## config.mk

```make
export PLATFORM = sky130hd
export DESIGN_NAME = round_robin_voice_allocator_top
export DESIGN_NICKNAME = d
export VERILOG_FILES = /design/src/hw/rtl/rrva_pkg.sv /design/src/hw/rtl/round_robin_voice_allocator_top.sv /design/src/hw/rtl/rrva_freq_store.sv
export SDC_FILE = /design/constraint.sdc
export NUM_CORES = 1
export LEC_CHECK = 0
export BUFFER_PORTS_ARGS = -buffer_cell sky130_fd_sc_hd__buf_2
export CORE_MARGIN = 4
export CORE_UTILIZATION = 35
export DETAILED_ROUTE_END_ITERATION = 8
export PLACE_DENSITY_LB_ADDON = 0.15
export REMOVE_ABC_BUFFERS = 1
export SYNTH_ARGS = -nofsm -noshare
export SYNTH_HDL_FRONTEND = slang
export SYNTH_SLANG_ARGS = --single-unit
export TNS_END_PERCENT = 100
```

## constraint.sdc

```tcl
create_clock -name clk -period 5.7 [get_ports clk]
set_input_delay 0.285 -clock clk [delete_from_list [all_inputs] [get_ports clk]]
set_output_delay 0.285 -clock clk [all_outputs]
set_load 0.02 [all_outputs]
```

## src/hw/rtl/rrva_pkg.sv

```systemverilog
// Shared types and constants for the round-robin voice allocator.
// No dependencies; imported by rrva_freq_store and the top level.
`timescale 1ns / 1ps
`default_nettype none

package rrva_pkg;

  localparam int FREQ_W    = 32;
  localparam int CFG_W     = 5;
  localparam int OUT_IDX_W = 4;

  typedef enum logic {
    OP_NOTE_ON  = 1'b0,
    OP_NOTE_OFF = 1'b1
  } op_t;

  typedef struct packed {
    logic              en;
    logic [FREQ_W-1:0] data;
  } mem_wr_t;

endpackage

`default_nettype wire

```

## src/hw/rtl/round_robin_voice_allocator_top.sv

```systemverilog
// Round-robin voice allocator: top level with sequencer, gate flags and output register.
// Depends on rrva_pkg and rrva_freq_store.
//
// Usage: note events arrive on the in_ stream (tuser bit 0 = 0 for note on, 1 for note
// off; tdata = frequency word). Each event gives exactly one transfer on the out_ stream.
// A note on writes the voice under the round-robin pointer and advances the pointer,
// wrapping at voices_used clamped to 1..MAX_VOICES. A note off searches from the most
// recently allocated voice backwards and clears the gate of the first voice whose stored
// word equals the key. Timing: a note on loads the result register at the input transfer
// and moves it from ST_EMIT into the output register once that register is free. A note
// off reads one stored word per cycle through the single read port of the frequency store,
// up to and including the match or through every voice in use on a miss, then moves its
// result the same way. in_tready is high only while the sequencer is idle, one event at a
// time, and rises in the same cycle as the result is loaded into the output register.
// The output register holds a finished result while the receiver stalls; the next
// event is already taken meanwhile, and a new result waits until the register frees.
// Reset (rst_n low, synchronous) clears all gates and the pointer, makes stored frequency words
// read as zero, sets voices_used to 16 and empties the output register. cfg_wr_en writes
// voices_used and must only be used while the block is idle.
`timescale 1ns / 1ps
`default_nettype none

module round_robin_voice_allocator_top
  import rrva_pkg::*;
#(
  parameter int MAX_VOICES = 16
) (
  input  wire logic             clk,
  input  wire logic             rst_n,
  // Configuration
  input  wire logic             cfg_wr_en,
  input  wire logic [CFG_W-1:0] cfg_wr_data,  // voices_used
  // Input stream
  input  wire logic             in_tvalid,
  output logic                  in_tready,
  input  wire logic [31:0]      in_tdata,     // [31:0] freq_bits
  input  wire logic [0:0]       in_tuser,     // [0] operation
  // Output stream
  output logic                  out_tvalid,
  input  wire logic             out_tready,
  output logic      [39:0]      out_tdata,    // [3:0] voice_index, [4] gate_out,
                                              // [36:5] freq_out, [39:37] zero
  output logic      [0:0]       out_tuser     // [0] hit
);

  localparam int AW = (MAX_VOICES > 1) ? $clog2(MAX_VOICES) : 1;
  localparam int CW = $clog2(MAX_VOICES + 1);
  localparam int MW = (CW > CFG_W) ? CW : CFG_W;

  typedef enum logic [1:0] {
    ST_IDLE,
    ST_SCAN,
    ST_EMIT
  } state_t;

  state_t                 state_r, state_nxt;
  logic [CFG_W-1:0]       voices_used_r, voices_used_nxt;
  logic [AW-1:0]          next_voice_r, next_voice_nxt;
  logic [MAX_VOICES-1:0]  gate_r, gate_nxt;
  logic [CW-1:0]          n_r, n_nxt;
  logic [FREQ_W-1:0]      key_r, key_nxt;
  logic [AW-1:0]          rd_addr_r, rd_addr_nxt;
  logic [CW-1:0]          issued_r, issued_nxt;
  logic                   cmp_vld_r, cmp_vld_nxt;
  logic [AW-1:0]          cmp_idx_r, cmp_idx_nxt;
  logic [AW-1:0]          res_idx_r, res_idx_nxt;
  logic                   res_gate_r, res_gate_nxt;
  logic [FREQ_W-1:0]      res_freq_r, res_freq_nxt;
  logic                   res_hit_r, res_hit_nxt;
  logic                   out_valid_r, out_valid_nxt;
  logic [AW-1:0]          out_idx_r, out_idx_nxt;
  logic                   out_gate_r, out_gate_nxt;
  logic [FREQ_W-1:0]      out_freq_r, out_freq_nxt;
  logic                   out_hit_r, out_hit_nxt;

  logic [CW-1:0]          n_eff;
  logic [AW-1:0]          slot;
  logic                   in_fire;
  op_t                    in_op;
  logic                   match;
  mem_wr_t                mem_wr;
  logic                   rd_en;
  logic [FREQ_W-1:0]      rd_data;

  rrva_freq_store #(
    .DEPTH (MAX_VOICES),
    .AW    (AW)
  ) u_store (
    .clk     (clk),
    .rst_n   (rst_n),
    .wr      (mem_wr),
    .wr_addr (slot),
    .rd_en   (rd_en),
    .rd_addr (rd_addr_r),
    .rd_data (rd_data)
  );

  always_comb begin
    if (voices_used_r == '0) begin
      n_eff = CW'(1);
    end else if (MW'(voices_used_r) > MW'(MAX_VOICES)) begin
      n_eff = CW'(MAX_VOICES);
    end else begin
      n_eff = CW'(voices_used_r);
    end
    slot = (CW'(next_voice_r) < n_eff) ? next_voice_r : '0;
  end

  assign in_tready = (state_r == ST_IDLE);
  assign in_fire   = in_tvalid && in_tready;
  assign in_op     = op_t'(in_tuser[0]);
  assign match     = cmp_vld_r && (rd_data == key_r);
  assign rd_en     = (state_r == ST_SCAN) && (issued_r < n_r);

  always_comb begin
    mem_wr.en   = in_fire && (in_op == OP_NOTE_ON);
    mem_wr.data = in_tdata;
  end

  always_comb begin
    state_nxt       = state_r;
    voices_used_nxt = cfg_wr_en ? cfg_wr_data : voices_used_r;
    next_voice_nxt  = next_voice_r;
    gate_nxt        = gate_r;
    n_nxt           = n_r;
    key_nxt         = key_r;
    rd_addr_nxt     = rd_addr_r;
    issued_nxt      = issued_r;
    cmp_vld_nxt     = 1'b0;
    cmp_idx_nxt     = cmp_idx_r;
    res_idx_nxt     = res_idx_r;
    res_gate_nxt    = res_gate_r;
    res_freq_nxt    = res_freq_r;
    res_hit_nxt     = res_hit_r;
    out_valid_nxt   = out_valid_r && !out_tready;
    out_idx_nxt     = out_idx_r;
    out_gate_nxt    = out_gate_r;
    out_freq_nxt    = out_freq_r;
    out_hit_nxt     = out_hit_r;

    unique case (state_r)
      ST_IDLE: begin
        if (in_fire) begin
          n_nxt   = n_eff;
          key_nxt = in_tdata;
          if (in_op == OP_NOTE_ON) begin
            gate_nxt[slot] = 1'b1;
            next_voice_nxt = ((CW'(slot) + CW'(1)) >= n_eff) ? '0 : slot + AW'(1);
            res_idx_nxt    = slot;
            res_gate_nxt   = 1'b1;
            res_freq_nxt   = in_tdata;
            res_hit_nxt    = 1'b1;
            state_nxt      = ST_EMIT;
          end else begin
            rd_addr_nxt = (slot == '0) ? AW'(n_eff - CW'(1)) : slot - AW'(1);
            issued_nxt  = '0;
            state_nxt   = ST_SCAN;
          end
        end
      end
      ST_SCAN: begin
        if (rd_en) begin
          issued_nxt  = issued_r + CW'(1);
          cmp_vld_nxt = 1'b1;
          cmp_idx_nxt = rd_addr_r;
          rd_addr_nxt = (rd_addr_r == '0) ? AW'(n_r - CW'(1)) : rd_addr_r - AW'(1);
        end
        if (match) begin
          gate_nxt[cmp_idx_r] = 1'b0;
          res_idx_nxt  = cmp_idx_r;
          res_gate_nxt = 1'b0;
          res_freq_nxt = rd_data;
          res_hit_nxt  = 1'b1;
          cmp_vld_nxt  = 1'b0;
          state_nxt    = ST_EMIT;
        end else if (cmp_vld_r && (issued_r == n_r)) begin
          res_idx_nxt  = '0;
          res_gate_nxt = 1'b0;
          res_freq_nxt = '0;
          res_hit_nxt  = 1'b0;
          state_nxt    = ST_EMIT;
        end
      end
      ST_EMIT: begin
        if (!out_valid_r || out_tready) begin
          out_valid_nxt = 1'b1;
          out_idx_nxt   = res_idx_r;
          out_gate_nxt  = res_gate_r;
          out_freq_nxt  = res_freq_r;
          out_hit_nxt   = res_hit_r;
          state_nxt     = ST_IDLE;
        end
      end
      default: begin
        state_nxt = ST_IDLE;
      end
    endcase
  end

  always_ff @(posedge clk) begin
    if (!rst_n) begin
      state_r       <= ST_IDLE;
      voices_used_r <= CFG_W'(16);
      next_voice_r  <= '0;
      gate_r        <= '0;
      issued_r      <= '0;
      cmp_vld_r     <= 1'b0;
      out_valid_r   <= 1'b0;
    end else begin
      state_r       <= state_nxt;
      voices_used_r <= voices_used_nxt;
      next_voice_r  <= next_voice_nxt;
      gate_r        <= gate_nxt;
      issued_r      <= issued_nxt;
      cmp_vld_r     <= cmp_vld_nxt;
      out_valid_r   <= out_valid_nxt;
    end
  end

  always_ff @(posedge clk) begin
    n_r        <= n_nxt;
    key_r      <= key_nxt;
    rd_addr_r  <= rd_addr_nxt;
    cmp_idx_r  <= cmp_idx_nxt;
    res_idx_r  <= res_idx_nxt;
    res_gate_r <= res_gate_nxt;
    res_freq_r <= res_freq_nxt;
    res_hit_r  <= res_hit_nxt;
    out_idx_r  <= out_idx_nxt;
    out_gate_r <= out_gate_nxt;
    out_freq_r <= out_freq_nxt;
    out_hit_r  <= out_hit_nxt;
  end

  assign out_tvalid = out_valid_r;
  assign out_tdata  = {3'b000, out_freq_r, out_gate_r, OUT_IDX_W'(out_idx_r)};
  assign out_tuser  = out_hit_r;

  a_miss_is_zero: assert property (@(posedge clk) disable iff (!rst_n)
    out_tvalid && !out_tuser[0] |-> out_tdata == '0)
    else $error("unmatched note off carries a non-zero payload");

  a_scan_bound: assert property (@(posedge clk) disable iff (!rst_n)
    state_r == ST_SCAN |-> issued_r <= n_r)
    else $error("search read more voices than are in rotation");

  a_pointer_in_range: assert property (@(posedge clk) disable iff (!rst_n)
    in_fire && in_op == OP_NOTE_ON |=> CW'(next_voice_r) < n_r)
    else $error("round-robin pointer left the rotation");

  a_note_on_gate: assert property (@(posedge clk) disable iff (!rst_n)
    in_fire && in_op == OP_NOTE_ON |=> gate_r[res_idx_r] && res_hit_r)
    else $error("note on did not raise the gate of its voice");

  a_match_clears_gate: assert property (@(posedge clk) disable iff (!rst_n)
    state_r == ST_SCAN && match |=> !gate_r[res_idx_r] && state_r == ST_EMIT)
    else $error("matched note off left the gate set");

endmodule

`default_nettype wire

```

## src/hw/rtl/rrva_freq_store.sv

```systemverilog
// Frequency word store: one write port, one read port with registered data.
// Per-entry valid bits make unwritten entries read as zero after reset. Uses rrva_pkg.
`timescale 1ns / 1ps
`default_nettype none

module rrva_freq_store
  import rrva_pkg::*;
#(
  parameter int DEPTH = 16,
  parameter int AW    = 4
) (
  input  wire logic              clk,
  input  wire logic              rst_n,
  input  wire mem_wr_t           wr,
  input  wire logic [AW-1:0]     wr_addr,
  input  wire logic              rd_en,
  input  wire logic [AW-1:0]     rd_addr,
  output logic      [FREQ_W-1:0] rd_data
);

  logic [FREQ_W-1:0] mem [DEPTH];
  logic [DEPTH-1:0]  valid_r;
  logic [FREQ_W-1:0] rd_data_r;

  always_ff @(posedge clk) begin
    if (wr.en) begin
      mem[wr_addr] <= wr.data;
    end
  end

  always_ff @(posedge clk) begin
    if (!rst_n) begin
      valid_r <= '0;
    end else if (wr.en) begin
      valid_r[wr_addr] <= 1'b1;
    end
  end

  always_ff @(posedge clk) begin
    if (rd_en) begin
      rd_data_r <= valid_r[rd_addr] ? mem[rd_addr] : '0;
    end
  end

  assign rd_data = rd_data_r;

endmodule

`default_nettype wire

```

==> results of run 1 <==
==> stage by stage <==
| step | area (µm²) | std cells |
|---|---|---|
| 2_1_floorplan | 26700 | 1344 |
| 3_3_place_gp | 28800 | 2489 |
| 3_5_place_dp | 28800 | 2489 |
| 4_1_cts | 31400 | 2632 |
| 5_1_grt | 31400 | 2632 |
| 6_report | 31400 | 2632 |
==> critical path: stages (launching register included) <==
cell	delay [ns]
sky130_fd_sc_hd__dfxtp_1	0.42
sky130_fd_sc_hd__inv_1	0.13
sky130_fd_sc_hd__nand2_1	0.14
sky130_fd_sc_hd__ha_1	0.25
sky130_fd_sc_hd__a211oi_1	0.29
sky130_fd_sc_hd__nor3_2	0.11
sky130_fd_sc_hd__nor2_2	0.20
sky130_fd_sc_hd__nand2_1	0.23
sky130_fd_sc_hd__or3_1	0.58
sky130_fd_sc_hd__nor2_4	0.99
==> placed cells by master (no fill, tap or decap), types with 27 or more instances in the layout <==
cell type	count
sky130_fd_sc_hd__xor2_1	32
sky130_fd_sc_hd__a221oi_1	43
sky130_fd_sc_hd__nand3_1	41
sky130_fd_sc_hd__clkbuf_16	80
sky130_fd_sc_hd__buf_2	82
sky130_fd_sc_hd__mux4_2	120
sky130_fd_sc_hd__dfxtp_1	34
sky130_fd_sc_hd__buf_4	31
sky130_fd_sc_hd__mux2i_1	63
sky130_fd_sc_hd__nand2_1	87
sky130_fd_sc_hd__nor2b_1	27
sky130_fd_sc_hd__edfxtp_1	665
sky130_fd_sc_hd__nor2_1	56
==> what timing repair did <==
| action | 4_1_cts | 5_1_grt |
|---|---|---|
| hold endpoints to repair | 6 | 0 |
| buffers inserted | 0 | 0 |
| hold buffers | 6 | 0 |
==> worst max-delay path by stage <==
stage,to,cells past startpoint
2_1_floorplan,u_store.rd_data[10],5
3_3_place_gp,u_store.mem[11][8],9
3_5_place_dp,u_store.mem[11][8],9
4_1_cts,u_store.mem[8][8],9
5_1_grt,u_store.mem[8][12],9
6_report,u_store.mem[8][12],9
==> where the power goes <==
group	switching [µW]	internal, µW
combinational	597	357
sequential	45.6	5750
clock	1990	2870
total	2640	8970
==> metal layers <==
layer	vias to the layer above	GRT usage [%]	wire, µm
li1	5914	-	-
met1	7204	23.0	30900
met2	298	27.3	32900
met3	95	2.45	2660
met4	0	4.26	1390
met5	-	0	0
==> final cells by class <==
class	instances	area (µm²)
fill	6857	45000
sequential	699	20600
multi-input combinational	627	6150
clock buffer	96	2080
tap	1030	1290
timing repair buffer	121	743
clock inverter	41	385
inverter	18	67.6
==> sequential cells by signal (all words and copies together) (netlist names), 4 cells and up <==
register and count:
u_store.valid_r 16, res_idx_r 4, next_voice_r 4, rd_addr_r 4, n_r 5, cmp_idx_r 4, u_store.rd_data 32, voices_used_r 5
key_r 32, res_freq_r 32, out_idx_r 4, out_freq_r 32, issued_r 5, u_store.mem 512
==> cells by family after synthesis <==
kind of cell    share of synthesized area (%)
compound gates                           2.94
xor+xnor                                 1.13
fa+ha+maj                               0.738
buf+inv                                  1.75
flops                                    76.1
mux                                      12.4
other cells                            0.0138
simple gates                             4.90
==> results.rst, run 1 <==
.. list-table::
   :header-rows: 1

   * - Metric
     - Value
   * - Pin count of the biggest net entering global routing
     - 108
   * - Worst hold margin
     - 0.0471 ns
   * - Layout cells sized above 1
     - 23.6%
   * - Insertion delay of the later-clocked pin in the worst-skew pair
     - 0.62 ns
   * - Max Buffers Root-to-Sink
     - 3
   * - Tightest Pin Transition
     - 1.25 ns
   * - Clock root cell
     - sky130_fd_sc_hd__clkbuf_16
   * - Cell types with the largest area share after synthesis
     - sky130_fd_sc_hd__edfxtp_1 74%, sky130_fd_sc_hd__mux4_2 10%, sky130_fd_sc_hd__dfxtp_1 2.5%
   * - Min Tclk post-route
     - 3.76 ns
   * - Initial Util
     - 35.5%
   * - Synth area leader
     - sky130_fd_sc_hd__edfxtp_1
   * - Setup Total Neg Slack
     - 0 ns
   * - Total of buffers placed on input and output ports
     - 82
   * - Number of hold-slack violations in the final timing report
     - 0
   * - Clock slew at the register clock pins of the worst setup and hold paths
     - 0.05 ns
   * - Number of global-route vias before repair
     - 13982
   * - Number of synthesis warnings
     - 0
   * - Crit Reg-Reg Endpoint
     - u_store.mem[8][12]
   * - Fin Clk Skew
     - 0.0222 ns
   * - Gr ovfl total
     - 0
   * - Synth Instances
     - 1417
   * - Worst slew margin
     - 16.5%
   * - Antenna Nets Post-Route
     - 0
   * - Commonest cells in the synthesized netlist
     - 665 x sky130_fd_sc_hd__edfxtp_1, 120 x sky130_fd_sc_hd__mux4_2, 87 x sky130_fd_sc_hd__nand2_1
   * - Final Power
     - 11600 µW
   * - Detailed-route vias per instance
     - 5.13
   * - Total die area
     - 82000 µm²
   * - Std cell rows
     - 101
   * - Kind of critical path
     - flip-flop to flip-flop
   * - Endpoint type of the worst setup path
     - flip-flop
   * - Placeable core area
     - 76300 µm²
   * - Total DRC errors in the routed layout
     - 0
   * - Synthesized area divided by synthesized cell count
     - 19.1 µm²
   * - Y dimension of the die
     - 286 µm
   * - Post-synth EDFFs
     - 665
   * - Crit path max fanout
     - 33
   * - Portion of the clock cycle consumed by the worst path in the final layout
     - 66.0%
   * - Synth top area share
     - 73.6%
   * - Max Freq
     - 266 MHz
   * - DRC violation total after the first TritonRoute iteration
     - 958
   * - Count of distinct cell types in the synthesized netlist
     - 53
   * - Final setup violation count
     - 0
   * - Type of the worst min-delay path
     - primary input to flip-flop
   * - Fraction of registers with async set/reset
     - 0%
   * - Worst-case register-to-register setup slack
     - 1.94 ns
   * - Setup Slack @ Placement
     - 1.92 ns
   * - Number of nets in the finished design
     - 1603
   * - Number of slew-limit violations in the final report
     - 0
   * - Routed wirelength normalized by instance count
     - 25.8 µm
   * - Fraction of the yosys area taken by sequential cells
     - 76.1%
   * - Max-cap violations
     - 0
   * - Post-DP HPWL
     - 38600 µm
   * - Number of storage elements in the synthesis netlist
     - 699
   * - Required time worst endpoint
     - 5.92 ns
   * - DRT Wirelength
     - 67900 µm
   * - Count leader, synth
     - sky130_fd_sc_hd__edfxtp_1
   * - Weighted congestion reported at the end of routability-driven placement
     - 0.741
   * - Boundary pin count
     - 86
   * - Worst Hold Depth
     - 2
   * - Gates resized, CTS repair
     - 0
   * - Worst Reg2Reg Path Length in Cells
     - 9
   * - RSZ-0062 raised after global routing
     - false
   * - Category of the worst setup path launch point
     - flip-flop
   * - Worst voltage drop across the vdd grid
     - 0.205 mV
   * - Antenna Cells
     - 0
   * - CTS tree
     - yes
   * - 1st-pass router iterations
     - 5
   * - Post-route setup slack
     - 1.94 ns
   * - Relative area change from synthesis to final layout
     - 15.6%
   * - Antenna violations before repair
     - 0
   * - Origin of the critical flop-to-flop path
     - voices_used_r[4]
   * - Most instantiated flip-flop cell in the synthesis netlist
     - sky130_fd_sc_hd__edfxtp_1
   * - Cell area after synthesis
     - 27100 µm²
   * - CP Launch Point
     - voices_used_r[4]
   * - Power density cells
     - 370 nW/µm²
   * - DR vias
     - 13511
   * - Die Width
     - 286 µm
   * - Sink Count
     - 699
   * - Inserted Clock Buffers
     - 77
   * - Final core utilization
     - 41.1%
   * - Total routing usage reported by global routing
     - 16.5%
   * - H-tree depth
     - 3
   * - Hold Path End
     - voices_used_r[4]
   * - Data arrival time of the critical path
     - 3.98 ns
   * - Static Leak
     - 0.0104 µW
   * - First-pass GRT wire length
     - 98400 µm
   * - Worst hold path startpoint
     - cfg_wr_en
   * - Run status
     - finished, final reports clean
Power figures use the tool's default switching activity.
==> inputs of run 2 (changes only) <==
--- a/config.mk
+++ b/config.mk
@@ -5,6 +5,7 @@
 export SDC_FILE = /design/constraint.sdc
 export NUM_CORES = 1
 export LEC_CHECK = 0
+export ABC_AREA = 1
 export BUFFER_PORTS_ARGS = -buffer_cell sky130_fd_sc_hd__buf_2
 export CORE_MARGIN = 4
 export CORE_UTILIZATION = 35
==> constraint.sdc (replaced) <==
create_clock -name clk -period 3.4 [get_ports clk]
set_input_delay 0.17 -clock clk [delete_from_list [all_inputs] [get_ports clk]]
set_output_delay 0.17 -clock clk [all_outputs]
set_load 0.02 [all_outputs]
==> results.rst, run 2 <==
.. list-table::
   :header-rows: 1

   * - Metric
     - Value
   * - Run status
     - finished, final reports clean
   * - Worst voltage drop across the vdd grid
     - 0.391 mV (+91%)
   * - Insertion delay of the later-clocked pin in the worst-skew pair
     - 0.61 ns (about the same)
   * - Gr ovfl total
     - 0 (unchanged)
   * - Most instantiated flip-flop cell in the synthesis netlist
     - sky130_fd_sc_hd__edfxtp_1
   * - Met3 Track Usage GR
     - 2.38% (-0.066 points)
   * - Met2 capacity usage during global routing
     - 29.1% (+1.8 points)
   * - Kind of critical path
     - flip-flop to flip-flop
   * - Biggest register
     - u_store.mem
   * - Power density cells
     - 612 nW/µm² (+65%)
   * - Static Leak
     - 0.0115 µW (+10%)
   * - Max-cap violations
     - 0 (unchanged)
   * - Std cell rows
     - 103 (+2.0%)
   * - Post-synth EDFFs
     - 665 (unchanged)
   * - Endpoint type of the worst setup path
     - flip-flop
   * - Commonest cells after routing, fill and taps aside
     - 665 x sky130_fd_sc_hd__edfxtp_1, 388 x sky130_fd_sc_hd__nand2_1, 215 x sky130_fd_sc_hd__nor2_1
   * - Setup Total Neg Slack
     - 0 ns (unchanged)
   * - Number of storage elements in the synthesis netlist
     - 699 (unchanged)
   * - Fraction of met1 tracks used by global routing
     - 25.2% (+2.2 points)
   * - Synth Instances
     - 2173 (+53%)
   * - Fraction of the yosys area taken by sequential cells
     - 74.3% (-1.9 points)
   * - Routed wirelength normalized by instance count
     - 22.4 µm (-13%)
   * - Layout cells sized above 1
     - 13.7% (-9.9 points)
   * - Synthesized area divided by synthesized cell count
     - 12.8 µm² (-33%)
   * - Total DRC errors in the routed layout
     - 0 (unchanged)
   * - Pin count of the biggest net entering global routing
     - 107 (-0.93%)
   * - DRC violation total after the first TritonRoute iteration
     - 1573 (+64%)
   * - Tightest Pin Transition
     - 0.794 ns (-0.455 ns)
   * - DR vias
     - 17537 (+30%)
   * - Count leader, synth
     - sky130_fd_sc_hd__edfxtp_1
   * - Die Width
     - 290 µm (+1.2%)
   * - Final core utilization
     - 41.6% (+0.46 points)
   * - Top Usage Layer GRT
     - met2
   * - Inserted Clock Buffers
     - 76 (-1.3%)
   * - Sink Count
     - 699 (unchanged)
   * - Placeable core area
     - 78900 µm² (+3.3%)
   * - CTS tree
     - yes
   * - Synth area leader
     - sky130_fd_sc_hd__edfxtp_1
   * - Count of distinct cell types in the synthesized netlist
     - 46 (-13%)
   * - Max Buffers Root-to-Sink
     - 3 (unchanged)
   * - Final setup violation count
     - 0 (unchanged)
   * - Number of slew-limit violations in the final report
     - 0 (unchanged)
   * - Type of the worst min-delay path
     - primary input to flip-flop
   * - Fin Clk Skew
     - 0.0199 ns (-0.00232 ns)
   * - Max Freq
     - 315 MHz (+18%)
   * - Initial Util
     - 35.3% (-0.27 points)
   * - Data arrival time of the critical path
     - 3.48 ns (-0.50 ns)
   * - H-tree depth
     - 3 (unchanged)
   * - Total die area
     - 84000 µm² (+2.5%)
   * - Number of hold-slack violations in the final timing report
     - 0 (unchanged)
   * - Clock root cell
     - sky130_fd_sc_hd__clkbuf_16
   * - Number of global-route vias before repair
     - 17231 (+23%)
   * - Crit path max fanout
     - 14 (-58%)
   * - Most common library cell in the layout ignoring fill and taps
     - sky130_fd_sc_hd__edfxtp_1
   * - Portion of the clock cycle consumed by the worst path in the final layout
     - 93.5% (+28 points)
   * - Antenna Nets Post-Route
     - 0 (unchanged)
   * - Clock slew at the register clock pins of the worst setup and hold paths
     - 0.06 ns (about the same)
   * - Max FFs per register
     - 512 (unchanged)
   * - Y dimension of the die
     - 290 µm (+1.2%)
   * - Post-DP HPWL
     - 41900 µm (+8.5%)
   * - DRT Wirelength
     - 77000 µm (+13%)
   * - Weighted congestion reported at the end of routability-driven placement
     - 0.788 (+6.4%)
   * - Antenna violations before repair
     - 3 (+3)
   * - Cell types with the largest area share after synthesis
     - sky130_fd_sc_hd__edfxtp_1 72%, sky130_fd_sc_hd__nand2_1 5.3%, sky130_fd_sc_hd__o21ai_0 3.1%
   * - Total of buffers placed on input and output ports
     - 82 (unchanged)
   * - Number of nets in the finished design
     - 2393 (+49%)
   * - Detailed-route vias per instance
     - 5.10 (-0.72%)
   * - Cell area after synthesis
     - 27800 µm² (+2.5%)
   * - Total routing usage reported by global routing
     - 17.9% (+1.4 points)
   * - Boundary pin count
     - 86 (unchanged)
   * - Category of the worst setup path launch point
     - flip-flop
   * - Commonest cells in the synthesized netlist
     - 665 x sky130_fd_sc_hd__edfxtp_1, 391 x sky130_fd_sc_hd__nand2_1, 219 x sky130_fd_sc_hd__nor2_1
   * - Worst slew margin
     - 47.1% (+31 points)
   * - Min Tclk post-route
     - 3.18 ns (-0.582 ns)
   * - Synth top area share
     - 71.8% (-1.8 points)
   * - Required time worst endpoint
     - 3.70 ns (-2.22 ns)
   * - 1st-pass router iterations
     - 5 (unchanged)
   * - Fraction of registers with async set/reset
     - 0% (unchanged)
   * - Relative area change from synthesis to final layout
     - 17.8%
   * - Number of synthesis warnings
     - 0 (unchanged)
   * - First-pass GRT wire length
     - 114000 µm (+16%)
## run 2: power breakdown
group | internal [µW] | total (µW) | switching, µW | leakage (µW)
logic | 714 | 2440 | 1730 | 0.00409
clock network | 4500 | 7780 | 3280 | 0.00113
registers | 9720 | 9820 | 97.2 | 0.00632
total | 14900 | 20000 | 5110 | 0.0115
## run 2: critical path, stage by stage, from the launching register on
cell	delay (ns)
sky130_fd_sc_hd__dfxtp_1	0.32
sky130_fd_sc_hd__nor2_1	0.10
sky130_fd_sc_hd__nand2_1	0.09
sky130_fd_sc_hd__nand2_2	0.09
sky130_fd_sc_hd__nand2_2	0.10
sky130_fd_sc_hd__ha_4	0.29
sky130_fd_sc_hd__inv_1	0.04
sky130_fd_sc_hd__nor2_1	0.12
sky130_fd_sc_hd__and3_2	0.22
sky130_fd_sc_hd__nand2_4	0.10
sky130_fd_sc_hd__nand2_8	0.10
sky130_fd_sc_hd__nor2_8	0.06
sky130_fd_sc_hd__buf_4	0.14
sky130_fd_sc_hd__inv_2	0.06
sky130_fd_sc_hd__ha_1	0.14
sky130_fd_sc_hd__nand2_1	0.21
sky130_fd_sc_hd__inv_1	0.12
sky130_fd_sc_hd__nand2_1	0.12
sky130_fd_sc_hd__inv_2	0.25
sky130_fd_sc_hd__buf_12	0.21
## run 2: layer usage
layer | vias to the layer above | share of wire, %
met3 | 98 | 4.6
li1 | 8116 | -
met2 | 454 | 47
met4 | 0 | 2.1
met1 | 8869 | 46
met5 | - | 0
## run 2: timing repair
action                                  CTS  global route
hold endpoints to repair                539             0
resized for setup                         0            12
hold buffers                             52             0
setup buffers                             0             4
endpoints found under the setup margin    0            32
## run 2: logic make-up (layout without fill, tap and decap cells)
group	after synthesis	in the layout	share of synthesized area, %
AOI/OAI and AO/OA	426	426	9.11
adders and majority gates	16	16	0.720
other	1	5	0.0135
and+or+nand+nor	748	748	11.4
DFF	699	699	74.3
buffers and inverters	265	479	3.93
xor gates and xnor gates	18	18	0.594
## run 2: stage by stage
stage	cell area, µm²	cells	total power (µW)	hold slack [ns]	setup slack [ns]
global placement	29800	3250	12400	0.400	0.210
finish	32800	3441	20000	0.0288	0.221
CTS	32700	3435	20300	0.00475	0.0926
global route	32800	3439	20900	0.0261	-0.0530
detailed placement	29800	3250	12400	0.405	0.106
floorplan	27300	2058	11300	0.269	-6.01
## run 2: final cells by class
cell class	instances	area, µm²
Fill cell	7306	46100
Sequential cell	699	20600
Tap cell	1050	1310
Clock buffer	98	2030
Multi-Input combinational cell	1211	6200
Timing Repair Buffer	198	1740
Clock inverter	35	275
Inverter	148	563
Antenna cell	2	5.00
## run 2: path summary, 6_finish.rpt
path	from	endpoint	slack, ns	cells after the start
setup / recovery	voices_used_r[2]	u_store.mem[2][30]	0.22	19
hold / removal	in_tdata[30]	u_store.mem[14][30]	0.03	1
setup reg to reg	voices_used_r[2]	u_store.mem[2][30]	0.22	19
hold reg to reg	res_hit_r	out_tuser	0.42	0
